### config.mk
export PLATFORM = sky130hd
export DESIGN_NAME = free_block_fit_search_top
export DESIGN_NICKNAME = d
export VERILOG_FILES = /design/src/sv/fbfs_pkg.sv /design/src/sv/fbfs_ram.sv /design/src/sv/fbfs_engine.sv /design/src/sv/free_block_fit_search_top.sv
export SDC_FILE = /design/constraint.sdc
export NUM_CORES = 2
export LEC_CHECK = 0
export BUFFER_PORTS_ARGS = -buffer_cell sky130_fd_sc_hd__buf_2
export CORE_MARGIN = 2
export CORE_UTILIZATION = 48
export DETAILED_ROUTE_END_ITERATION = 7
export MAX_ROUTING_LAYER = met4
export PLACE_DENSITY = 0.68
export SYNTH_ARGS = -nofsm -noshare
export SYNTH_HDL_FRONTEND = slang
export SYNTH_HIERARCHICAL = 1
export SYNTH_SLANG_ARGS = --single-unit
### constraint.sdc
create_clock -name clk -period 27.8 [get_ports clk]
set_input_delay 2.78 -clock clk [delete_from_list [all_inputs] [get_ports clk]]
set_output_delay 2.78 -clock clk [all_outputs]
set_load 0.02 [all_outputs]
### src/sv/fbfs_pkg.sv
`timescale 1ns / 1ps

package fbfs_pkg;

    localparam int DEF_MAX_FREE_BLOCKS = 64;
    localparam int DEF_ADDR_BITS       = 32;
    localparam int FIELD_W             = 32;
    localparam int LEN_W               = 7;
    localparam int MODE_W              = 2;

    localparam logic [MODE_W-1:0] FIT_FIRST = 2'd0;
    localparam logic [MODE_W-1:0] FIT_WORST = 2'd1;
    localparam logic [MODE_W-1:0] FIT_BEST  = 2'd2;

    localparam logic FUNC_SEARCH = 1'b0;
    localparam logic FUNC_INSERT = 1'b1;

    typedef struct packed {
        logic               func;
        logic [FIELD_W-1:0] request_size;
        logic [FIELD_W-1:0] block_address;
        logic [FIELD_W-1:0] block_capacity;
    } fbfs_in_t;

    typedef struct packed {
        logic               found;
        logic [FIELD_W-1:0] found_address;
        logic [FIELD_W-1:0] found_capacity;
        logic [LEN_W-1:0]   list_length;
        logic               table_full;
        logic [FIELD_W-1:0] reuse_total;
    } fbfs_out_t;

    typedef enum logic [2:0] {
        ST_IDLE,
        ST_SCAN,
        ST_INS,
        ST_INSC,
        ST_FIN
    } fbfs_state_t;

endpackage

### src/sv/fbfs_ram.sv
`timescale 1ns / 1ps

module fbfs_ram #(
    parameter int DEPTH = 64,
    parameter int WIDTH = 64
) (
    input  logic                     clk,
    input  logic                     we,
    input  logic [$clog2(DEPTH)-1:0] waddr,
    input  logic [WIDTH-1:0]         wdata,
    input  logic                     re,
    input  logic [$clog2(DEPTH)-1:0] raddr,
    output logic [WIDTH-1:0]         rdata
);

    logic [WIDTH-1:0] mem [DEPTH];
    logic [WIDTH-1:0] rdata_reg;

    always_ff @(posedge clk)
    begin
        if (we)
        begin
            mem[waddr] <= wdata;
        end
    end

    always_ff @(posedge clk)
    begin
        if (re)
        begin
            rdata_reg <= mem[raddr];
        end
    end

    assign rdata = rdata_reg;

endmodule

### src/sv/fbfs_engine.sv
`timescale 1ns / 1ps

module fbfs_engine
    import fbfs_pkg::*;
#(
    parameter int MAX_FREE_BLOCKS = DEF_MAX_FREE_BLOCKS,
    parameter int ADDR_BITS       = DEF_ADDR_BITS
) (
    input  logic                clk,
    input  logic                rst_n,
    input  logic                start_acc,
    input  fbfs_in_t            cmd,
    input  logic [MODE_W-1:0]   fit_mode,
    output logic                busy,
    output logic                fin,
    output fbfs_out_t           res
);

    localparam int IDX_W = $clog2(MAX_FREE_BLOCKS);
    localparam int CNT_W = $clog2(MAX_FREE_BLOCKS + 1);
    localparam int ENT_W = ADDR_BITS + FIELD_W;

    fbfs_state_t state_reg, state_next;

    logic [MODE_W-1:0]  mode_reg, mode_next;
    logic               is_ins_reg, is_ins_next;
    logic               full_reg, full_next;
    logic [FIELD_W-1:0] need_reg, need_next;
    logic [ADDR_BITS-1:0] naddr_reg, naddr_next;
    logic [FIELD_W-1:0] ncap_reg, ncap_next;
    logic [CNT_W-1:0]   scan_reg, scan_next;
    logic               pend_reg, pend_next;
    logic               have_reg, have_next;
    logic [ADDR_BITS-1:0] best_addr_reg, best_addr_next;
    logic [FIELD_W-1:0] best_cap_reg, best_cap_next;
    logic [IDX_W-1:0]   j_reg, j_next;
    logic [CNT_W-1:0]   count_reg, count_next;
    logic [FIELD_W-1:0] reuse_reg, reuse_next;

    logic               ram_we, ram_re;
    logic [IDX_W-1:0]   ram_waddr, ram_raddr;
    logic [ENT_W-1:0]   ram_wdata, ram_rdata;
    logic [ADDR_BITS-1:0] r_addr, cmd_addr;
    logic [FIELD_W-1:0] r_cap;
    logic               rd_scan, fits, take, shift, is_full;

    fbfs_ram #(
        .DEPTH (MAX_FREE_BLOCKS),
        .WIDTH (ENT_W)
    ) u_fbfs_ram (
        .clk   (clk),
        .we    (ram_we),
        .waddr (ram_waddr),
        .wdata (ram_wdata),
        .re    (ram_re),
        .raddr (ram_raddr),
        .rdata (ram_rdata)
    );

    assign r_addr  = ram_rdata[ENT_W-1:FIELD_W];
    assign r_cap   = ram_rdata[FIELD_W-1:0];
    assign rd_scan = (scan_reg < count_reg);
    assign fits    = (r_cap >= need_reg);
    assign shift   = (r_addr >= naddr_reg);
    assign is_full = (count_reg >= CNT_W'(MAX_FREE_BLOCKS));

    // incoming address fitted to the stored address width
    always_comb
    begin
        for (int i = 0; i < ADDR_BITS; i++)
        begin
            if (i < FIELD_W)
            begin
                cmd_addr[i] = cmd.block_address[i];
            end
            else
            begin
                cmd_addr[i] = 1'b0;
            end
        end
    end

    always_comb
    begin
        case (mode_reg)
            FIT_FIRST: take = fits && !have_reg;
            FIT_WORST: take = fits && (!have_reg || (r_cap > best_cap_reg));
            FIT_BEST:  take = fits && (!have_reg || (r_cap < best_cap_reg));
            default:   take = 1'b0;
        endcase
    end

    // next state
    always_comb
    begin
        state_next = state_reg;
        case (state_reg)
            ST_IDLE:
            begin
                if (start_acc)
                begin
                    if (cmd.func == FUNC_INSERT)
                    begin
                        state_next = is_full ? ST_FIN : ST_INS;
                    end
                    else
                    begin
                        state_next = ST_SCAN;
                    end
                end
            end
            ST_SCAN:
            begin
                if (!rd_scan && !pend_reg)
                begin
                    state_next = ST_FIN;
                end
            end
            ST_INS:
            begin
                state_next = (j_reg == '0) ? ST_FIN : ST_INSC;
            end
            ST_INSC:
            begin
                if (!shift)
                begin
                    state_next = ST_FIN;
                end
                else if (j_reg <= IDX_W'(1))
                begin
                    state_next = ST_INS;
                end
            end
            ST_FIN:
            begin
                state_next = ST_IDLE;
            end
            default:
            begin
                state_next = ST_IDLE;
            end
        endcase
    end

    // datapath and memory control
    always_comb
    begin
        mode_next      = mode_reg;
        is_ins_next    = is_ins_reg;
        full_next      = full_reg;
        need_next      = need_reg;
        naddr_next     = naddr_reg;
        ncap_next      = ncap_reg;
        scan_next      = scan_reg;
        pend_next      = 1'b0;
        have_next      = have_reg;
        best_addr_next = best_addr_reg;
        best_cap_next  = best_cap_reg;
        j_next         = j_reg;
        count_next     = count_reg;
        reuse_next     = reuse_reg;
        ram_we         = 1'b0;
        ram_waddr      = '0;
        ram_wdata      = '0;
        ram_re         = 1'b0;
        ram_raddr      = '0;
        case (state_reg)
            ST_IDLE:
            begin
                if (start_acc)
                begin
                    mode_next      = fit_mode;
                    is_ins_next    = (cmd.func == FUNC_INSERT);
                    full_next      = (cmd.func == FUNC_INSERT) && is_full;
                    need_next      = cmd.request_size;
                    naddr_next     = cmd_addr;
                    ncap_next      = cmd.block_capacity;
                    scan_next      = '0;
                    have_next      = 1'b0;
                    best_addr_next = '0;
                    best_cap_next  = '0;
                    j_next         = count_reg[IDX_W-1:0];
                end
            end
            ST_SCAN:
            begin
                ram_re    = rd_scan;
                ram_raddr = scan_reg[IDX_W-1:0];
                pend_next = rd_scan;
                if (rd_scan)
                begin
                    scan_next = scan_reg + CNT_W'(1);
                end
                if (pend_reg && take)
                begin
                    have_next      = 1'b1;
                    best_addr_next = r_addr;
                    best_cap_next  = r_cap;
                end
            end
            ST_INS:
            begin
                if (j_reg == '0)
                begin
                    ram_we    = 1'b1;
                    ram_waddr = '0;
                    ram_wdata = {naddr_reg, ncap_reg};
                end
                else
                begin
                    ram_re    = 1'b1;
                    ram_raddr = j_reg - IDX_W'(1);
                end
            end
            ST_INSC:
            begin
                // entry j-1 is on the read port; move it up or drop the new one in at j
                ram_we    = 1'b1;
                ram_waddr = j_reg;
                if (shift)
                begin
                    ram_wdata = ram_rdata;
                    j_next    = j_reg - IDX_W'(1);
                    if (j_reg > IDX_W'(1))
                    begin
                        ram_re    = 1'b1;
                        ram_raddr = j_reg - IDX_W'(2);
                    end
                end
                else
                begin
                    ram_wdata = {naddr_reg, ncap_reg};
                end
            end
            ST_FIN:
            begin
                if (is_ins_reg && !full_reg)
                begin
                    count_next = count_reg + CNT_W'(1);
                end
                if (have_reg)
                begin
                    reuse_next = reuse_reg + FIELD_W'(1);
                end
            end
            default:
            begin
            end
        endcase
    end

    always_ff @(posedge clk or negedge rst_n)
    begin
        if (!rst_n)
        begin
            state_reg <= ST_IDLE;
            pend_reg  <= 1'b0;
            count_reg <= '0;
            reuse_reg <= '0;
        end
        else
        begin
            state_reg <= state_next;
            pend_reg  <= pend_next;
            count_reg <= count_next;
            reuse_reg <= reuse_next;
        end
    end

    always_ff @(posedge clk)
    begin
        mode_reg      <= mode_next;
        is_ins_reg    <= is_ins_next;
        full_reg      <= full_next;
        need_reg      <= need_next;
        naddr_reg     <= naddr_next;
        ncap_reg      <= ncap_next;
        scan_reg      <= scan_next;
        have_reg      <= have_next;
        best_addr_reg <= best_addr_next;
        best_cap_reg  <= best_cap_next;
        j_reg         <= j_next;
    end

    // outputs
    always_comb
    begin
        busy = (state_reg != ST_IDLE);
        fin  = (state_reg == ST_FIN);
        res.found          = have_reg;
        res.found_capacity = best_cap_reg;
        res.table_full     = full_reg;
        res.reuse_total    = reuse_next;
        for (int i = 0; i < FIELD_W; i++)
        begin
            if (i < ADDR_BITS)
            begin
                res.found_address[i] = best_addr_reg[i];
            end
            else
            begin
                res.found_address[i] = 1'b0;
            end
        end
        for (int i = 0; i < LEN_W; i++)
        begin
            if (i < CNT_W)
            begin
                res.list_length[i] = count_next[i];
            end
            else
            begin
                res.list_length[i] = 1'b0;
            end
        end
    end

endmodule

### src/sv/free_block_fit_search_top.sv
// Free block list with first, worst and best fit search. A transaction is
// accepted when start is high and busy is low; its result is shown on result
// for exactly one cycle with done high and cannot be held off. All table
// entries sit in a single-port-read memory and are visited one per cycle: a
// search reads every held block in turn, an insert at position p moves the
// held blocks from p upward by one place, and an insert on a full table is
// dropped. The result is shown in the first cycle with busy low again, so the
// next transaction can be accepted in that same cycle. fit_mode may be written
// only while busy is low and no result is pending.
`timescale 1ns / 1ps

module free_block_fit_search_top
    import fbfs_pkg::*;
#(
    parameter int MAX_FREE_BLOCKS = DEF_MAX_FREE_BLOCKS,
    parameter int ADDR_BITS       = DEF_ADDR_BITS
) (
    input  logic              clk,
    input  logic              rst_n,
    input  logic              start,
    output logic              busy,
    input  fbfs_in_t          cmd,
    output logic              done,
    output fbfs_out_t         result,
    input  logic              cfg_we,
    input  logic [MODE_W-1:0] cfg_data
);

    logic [MODE_W-1:0] fit_mode_reg;
    logic              done_reg;
    fbfs_out_t         result_reg;
    logic              eng_busy, eng_fin;
    fbfs_out_t         eng_res;

    fbfs_engine #(
        .MAX_FREE_BLOCKS (MAX_FREE_BLOCKS),
        .ADDR_BITS       (ADDR_BITS)
    ) u_fbfs_engine (
        .clk       (clk),
        .rst_n     (rst_n),
        .start_acc (start && !eng_busy),
        .cmd       (cmd),
        .fit_mode  (fit_mode_reg),
        .busy      (eng_busy),
        .fin       (eng_fin),
        .res       (eng_res)
    );

    always_ff @(posedge clk or negedge rst_n)
    begin
        if (!rst_n)
        begin
            fit_mode_reg <= FIT_FIRST;
            done_reg     <= 1'b0;
        end
        else
        begin
            if (cfg_we)
            begin
                fit_mode_reg <= cfg_data;
            end
            done_reg <= eng_fin;
        end
    end

    always_ff @(posedge clk)
    begin
        if (eng_fin)
        begin
            result_reg <= eng_res;
        end
    end

    assign busy   = eng_busy;
    assign done   = done_reg;
    assign result = result_reg;

endmodule

# After elaboration in Yosys (flattened, before gate mapping)
# Memory sizes are Yosys's and may differ from the RTL's. A register that Yosys moved wholly into a read port is not among the register bits.
# Index checks and enable logic that the tools add are counted.
# Widths: inputs -> output; s select.
# word_totals
word_cells	119
mem_count	1
output_inout_bits	107
mem_bits_ro	0
ramBits	4096
ff_bits	329
latch_bits	0
# op_classes
reduce_logical	26
bitwise	0
div_mod_pow	0
multipliers	0
n_shift	0
n_eq_ne	12
n_lt_le_gt_ge	8
muxes	44
n_addsub	5
# mem_list
memory	depth	width	read_ports	rd_clocked_by_memory_dff	write_ports	line	source
u_fbfs_engine.u_fbfs_ram.mem	64	64	1	1	1	fbfs_ram.sv:16	logic [WIDTH-1:0] mem [DEPTH];
# ops
operator	count
$mux 32	5
$mux 64	2
$pmux 32 s2	2
$pmux 64 s2	1
$ge 32x32->1	2
$mux 6	6
$add 32x1->32 const B	1
$gt 32x32->1	1
$lt 32x32->1	1
$mux 7	4
$mux 3	7
$pmux 6 s3	1
$add 7x1->7 const B	2
$pmux 7 s2	1
$pmux 3 s4	1
$pmux 6 s2	1
$reduce_and 3->1	4
$ne 2x1->1 const B	5
$mux 1	9
$logic_and 1x1->1	8
$ge 7x7->1 const B	1
$lt 7x7->1	1
$eq 3x2->1 const B	2
$gt 6x1->1 const B	1
18 further kinds	26

# Logic depth before layout (Yosys ltp)
# depth
word_depth	7
depth_mapped	19

# Cells and area by module
# Netlist, hierarchy kept.
# modules_own_cells
mod	area_each_um2	instances	cells_each
fbfs_ram	156989.3	1	6598
fbfs_engine	11539.8	1	964
free_block_fit_search_top	3256.9	1	111

# Worst setup path before layout
# Ideal clock, no wire load.
# synth_path
kind	input to register
from	in start
to	reg u_fbfs_engine.best_addr_reg[0], enable pin
setup_slack_ps	17087
arrival_ps	10107
cell_stages	5
path_buffers	0
path_cell_list	nor2b_1 nand2_1 inv_1 a21oi_1 a311oi_1
# synth_between
elab_chain_len	3
# synth_lines
item	line	source
start, declared	free_block_fit_search_top.sv:20	input logic start,
$logic_and 1x1->1	free_block_fit_search_top.sv:41	.start_acc (start && !eng_busy),
$ne 2x1->1 (no source line)	--	
$reduce_and 3->1 (no source line)	--	
end signal, assigned	fbfs_engine.sv:280	best_addr_reg <= best_addr_next;
end, declared	fbfs_engine.sv:34	logic [ADDR_BITS-1:0] best_addr_reg, best_addr_next;
# Every way passes these cells.
# A chain may end at the register's enable or synchronous reset.

# Worst setup path in the final report
# layout_path
from	reg u_fbfs_engine.u_fbfs_ram.rdata_reg[63], in the netlist u_fbfs_engine/u_fbfs_ram/rdata[63], read port of u_fbfs_engine.u_fbfs_ram.mem
to	reg u_fbfs_engine.u_fbfs_ram.rdata_reg[37], in the netlist u_fbfs_engine/u_fbfs_ram/rdata[37], read port of u_fbfs_engine.u_fbfs_ram.mem, data pin
# layout_between
elab_chain_len	3
# layout_lines
item	line	source
start, declared	fbfs_ram.sv:17	logic [WIDTH-1:0] rdata_reg;
$ge 32x32->1	fbfs_engine.sv:64	assign shift = (r_addr >= naddr_reg);
$mux 6	fbfs_engine.sv:220	if (shift)
$pmux 6 s3	fbfs_engine.sv:167	case (state_reg)
named net u_fbfs_engine.ram_raddr[0]	fbfs_engine.sv:41	logic [IDX_W-1:0] ram_waddr, ram_raddr;
# The timed path passes the listed nets, and every way through them passes these cells.

==> flow_summary_export.csv <==
group,metric,value,unit
route,first_pass_iters,6,
timing,skew,92.9,ps
clock_network,cts_buffers,430,
timing,clock.fmax,120,MHz
setup_path,timing.reg2reg.setup_slack,19500,ps
setup_path,r2r_end,"u_fbfs_engine/u_fbfs_ram/rdata[37]",
synthesis,synth.avg_cell_area,22.4,sq um
cells_and_area,largest_register_ffs,4096,
setup_path,critPathCaptureType,"flop",
grt,grt_pass1_vias,85667,
timing,max-slew-margin-rel,0.0330,
timing,fin_crit_sh,0.299,
synthesis,yosysTopAreaCell,"edfxtp_1",
route,vias_per_cell,6.64,
worst_hold_path,hold_path.class,"reg2reg",
power_and_ir_drop,leakage,60.4,nW
synthesis,ys_seq_elements,4489,
cells_and_area,fin_util,0.544,
clock_network,cts.htree.levels,5,
setup_path,ff2ff_path_depth,17,
floorplanning,pin_count,210,
grt,track_usage,0.278,
clock_network,cts_tree,"done",
route,drt_iter0_markers,15000,
clock_network,worstSkewPairLatency,1020,ps
setup_path,path_class,"reg2reg",
floorplanning,start_util,0.483,
floorplanning,core_area,356000,sq um
setup_path,crit_arrival,8960,ps
job,maxCapViolations,0,
floorplanning,num_rows,219,
place,hpwl,274000,um
timing,period_needed,8300,ps
synthesis,ys_seq_area_frac,0.783,
synthesis,yosys.area.top_type_share,0.777,
clock_network,cts_buffer_depth,4,
clock_network,ctsResizeCount,0,
clock_network,cts_setup_buffers,0,
floorplanning,die_x,602,um
grt,grt-ovfl-total,0,
synthesis,synthTopCellsByArea,"edfxtp_1 78%, mux4_2 13%, ha_1 0.81%",
setup_path,crit_required,28460,ps
route,drc_errors,0,
route,wl,495000,um
grt,antenna_found_initial,37,
cells_and_area,fill_cells,26062,
place,gp_congestion,0.880,
route,ant_nets,0,
cells_and_area,synthToLayoutAreaGrowth,12.8,%
grt,grt_max_degree,116,
worst_hold_path,whs_path_depth,0,
synthesis,syn_area,172000,sq um
synthesis,synth_cell_type_count,71,
grt,grt_pass1_wl,684000,um
place,io_buffers,209,
timing,setup_viol,0,
synthesis,synth_edf_count,4443,
clock_network,hold_buffers,0,
cells_and_area,nets,8396,
clock_network,clk_pin_slew,60,ps
synthesis,ys.flop_type,"edfxtp_1",
timing,report.final.slew_viol_count,0,
clock_network,cts.sinks,4489,
timing,rsz0062_at_grt,"no",
timing,tightest_slew,1450,ps
synthesis,synthCells,7673,
setup_path,r2r-start,"u_fbfs_engine/u_fbfs_ram/rdata[63]",
outcome,status,"finished, final reports clean",
route,routedWlPerCell,37.1,um
setup_path,path_max_fanout,88,
synthesis,async_flop_share,0.0102,
floorplanning,chipHeight,602,um
cells_and_area,drive_gt1_frac,0.269,
power_and_ir_drop,powerDensity,97.0,nW/um^2
power_and_ir_drop,peakVddDrop,0.0757,mV
setup_path,critPathLaunchType,"flop",
worst_hold_path,min-delay-start,"u_fbfs_engine/best_addr_reg[1]",
synthesis,yosysWarnings,6,
synthesis,synth_nets,7887,
route,vias,88516,
timing,hold_viol_final,0,
worst_hold_path,worstHoldEndpoint,"result[73]",
clock_network,root_buffer,"clkbuf_16",
timing,tns,0,ps
floorplanning,dieArea,363000,sq um
## metrics by stage
| step | area [sq um] | total power, mW | setup WS [ps] | hold slack, ps | std cells |
|---|---|---|---|---|---|
| CTS | 194000 | 18.8 | 19390 | 419 | 13302 |
| finish | 194000 | 18.8 | 19500 | 419 | 13326 |
| detailed placement | 180000 | 13.1 | 19390 | 405 | 12501 |
| global route | 194000 | 19.3 | 18880 | 425 | 13318 |
| global placement | 180000 | 13.0 | 19570 | 409 | 12501 |
| floorplan | 172000 | 11.4 | 17090 | 400 | 7673 |
## where the power goes
part / internal (mW) / switching, mW / total, mW / leakage (nW)
logic: 1.92 / 2.93 / 4.85 / 12.4
registers: 7.92 / 0.223 / 8.14 / 41.2
clock network: 3.25 / 2.55 / 5.80 / 6.76
## how the worst max path moves through the flow
stage,from,endpoint,cells after the start
global placement,u_fbfs_engine/u_fbfs_ram/rdata[63],u_fbfs_engine/u_fbfs_ram/rdata[37],17
finish,u_fbfs_engine/u_fbfs_ram/rdata[63],u_fbfs_engine/u_fbfs_ram/rdata[37],17
CTS,u_fbfs_engine/u_fbfs_ram/rdata[63],u_fbfs_engine/u_fbfs_ram/rdata[37],17
detailed placement,u_fbfs_engine/u_fbfs_ram/rdata[63],u_fbfs_engine/u_fbfs_ram/rdata[37],17
global route,u_fbfs_engine/u_fbfs_ram/rdata[63],u_fbfs_engine/u_fbfs_ram/rdata[37],17
floorplan,start,u_fbfs_engine/best_addr_reg[0],5
## cells in the mapped netlist (all sizes together) (26+ instances only)
cell / instances
a211oi: 66
nor2b: 33
edfxtp: 4443
mux4: 1024
a22oi: 170
nand3: 60
a21oi: 36
and3: 76
and2: 68
buf: 244
or3: 32
inv: 137
o22ai: 83
nor2: 150
xnor2: 30
clkbuf: 152
o21ai: 28
nand2: 120
mux2i: 135
o221ai: 45
ha: 111
or2: 29
a22o: 152
a41oi: 26
dfrtp: 46
## routing by layer
| layer | part of all wire | global-route usage |
|---|---|---|
| met5 | 0 | - |
| met4 | 0.048 | 0.110 |
| met3 | 0.13 | 0.0619 |
| met2 | 0.47 | 0.422 |
| met1 | 0.36 | 0.370 |
## final cells by class
| cell class | count | area (sq um) | area share |
|---|---|---|---|
| Clock buffer | 523 | 11200 | 0.0579 |
| Multi-Input combinational cell | 2649 | 35600 | 0.184 |
| Timing Repair Buffer | 473 | 3140 | 0.0162 |
| Sequential cell | 4489 | 135000 | 0.695 |
| Tap cell | 4751 | 5940 | 0.0307 |
| Clock inverter | 278 | 2680 | 0.0139 |
| Inverter | 139 | 527 | 0.00272 |
| Antenna cell | 24 | 60.1 | 0.000310 |
## critical path, stage by stage (launching register included)
cell	delay [ps]
edfxtp_1	430
ha_1	330
nand4_1	260
o221ai_1	520
a32oi_1	240
o21ai_4	120
nand2_2	240
o21ai_4	710
buf_4	760
buf_12	560
buf_4	630
buf_4	710
buf_4	820
mux4_2	600
mux2i_1	160
nand2_1	70
a41oi_1	350
a211oi_2	100
## cell usage in the layout (no fill, tap or decap), types with 25 or more instances in the layout
cell / n
or2_2: 29
ha_1: 111
inv_1: 136
xnor2_1: 30
nor2b_1: 28
dfrtp_1: 46
nor2_4: 65
or3_1: 32
clkinv_1: 102
a22o_1: 108
mux4_2: 1024
a211oi_1: 62
clkbuf_1: 86
nand2_1: 115
buf_4: 255
bufinv_16: 39
and2_1: 65
edfxtp_1: 4443
clkbuf_16: 434
a22oi_1: 170
buf_2: 209
a21oi_1: 36
nor2_1: 80
mux2i_1: 135
and3_1: 76
nand3_1: 57
o221ai_1: 40
a22o_2: 44
a41oi_1: 26
o22ai_1: 83
clkinv_2: 81
o21ai_0: 25
## kinds of logic (layout without fill, tap and decap cells)
group / after synthesis / after routing / synth area share
other: 0 / 24 / 0
DFF: 4489 / 4489 / 0.783
muxes: 1162 / 1162 / 0.142
and+or+nand+nor: 644 / 644 / 0.0196
xor gates and xnor gates: 49 / 49 / 0.00250
buffers and inverters: 535 / 1413 / 0.0141
AOI/OAI and AO/OA: 683 / 683 / 0.0301
adders and majority gates: 111 / 111 / 0.00808
(Power assumes the default switching activity.)
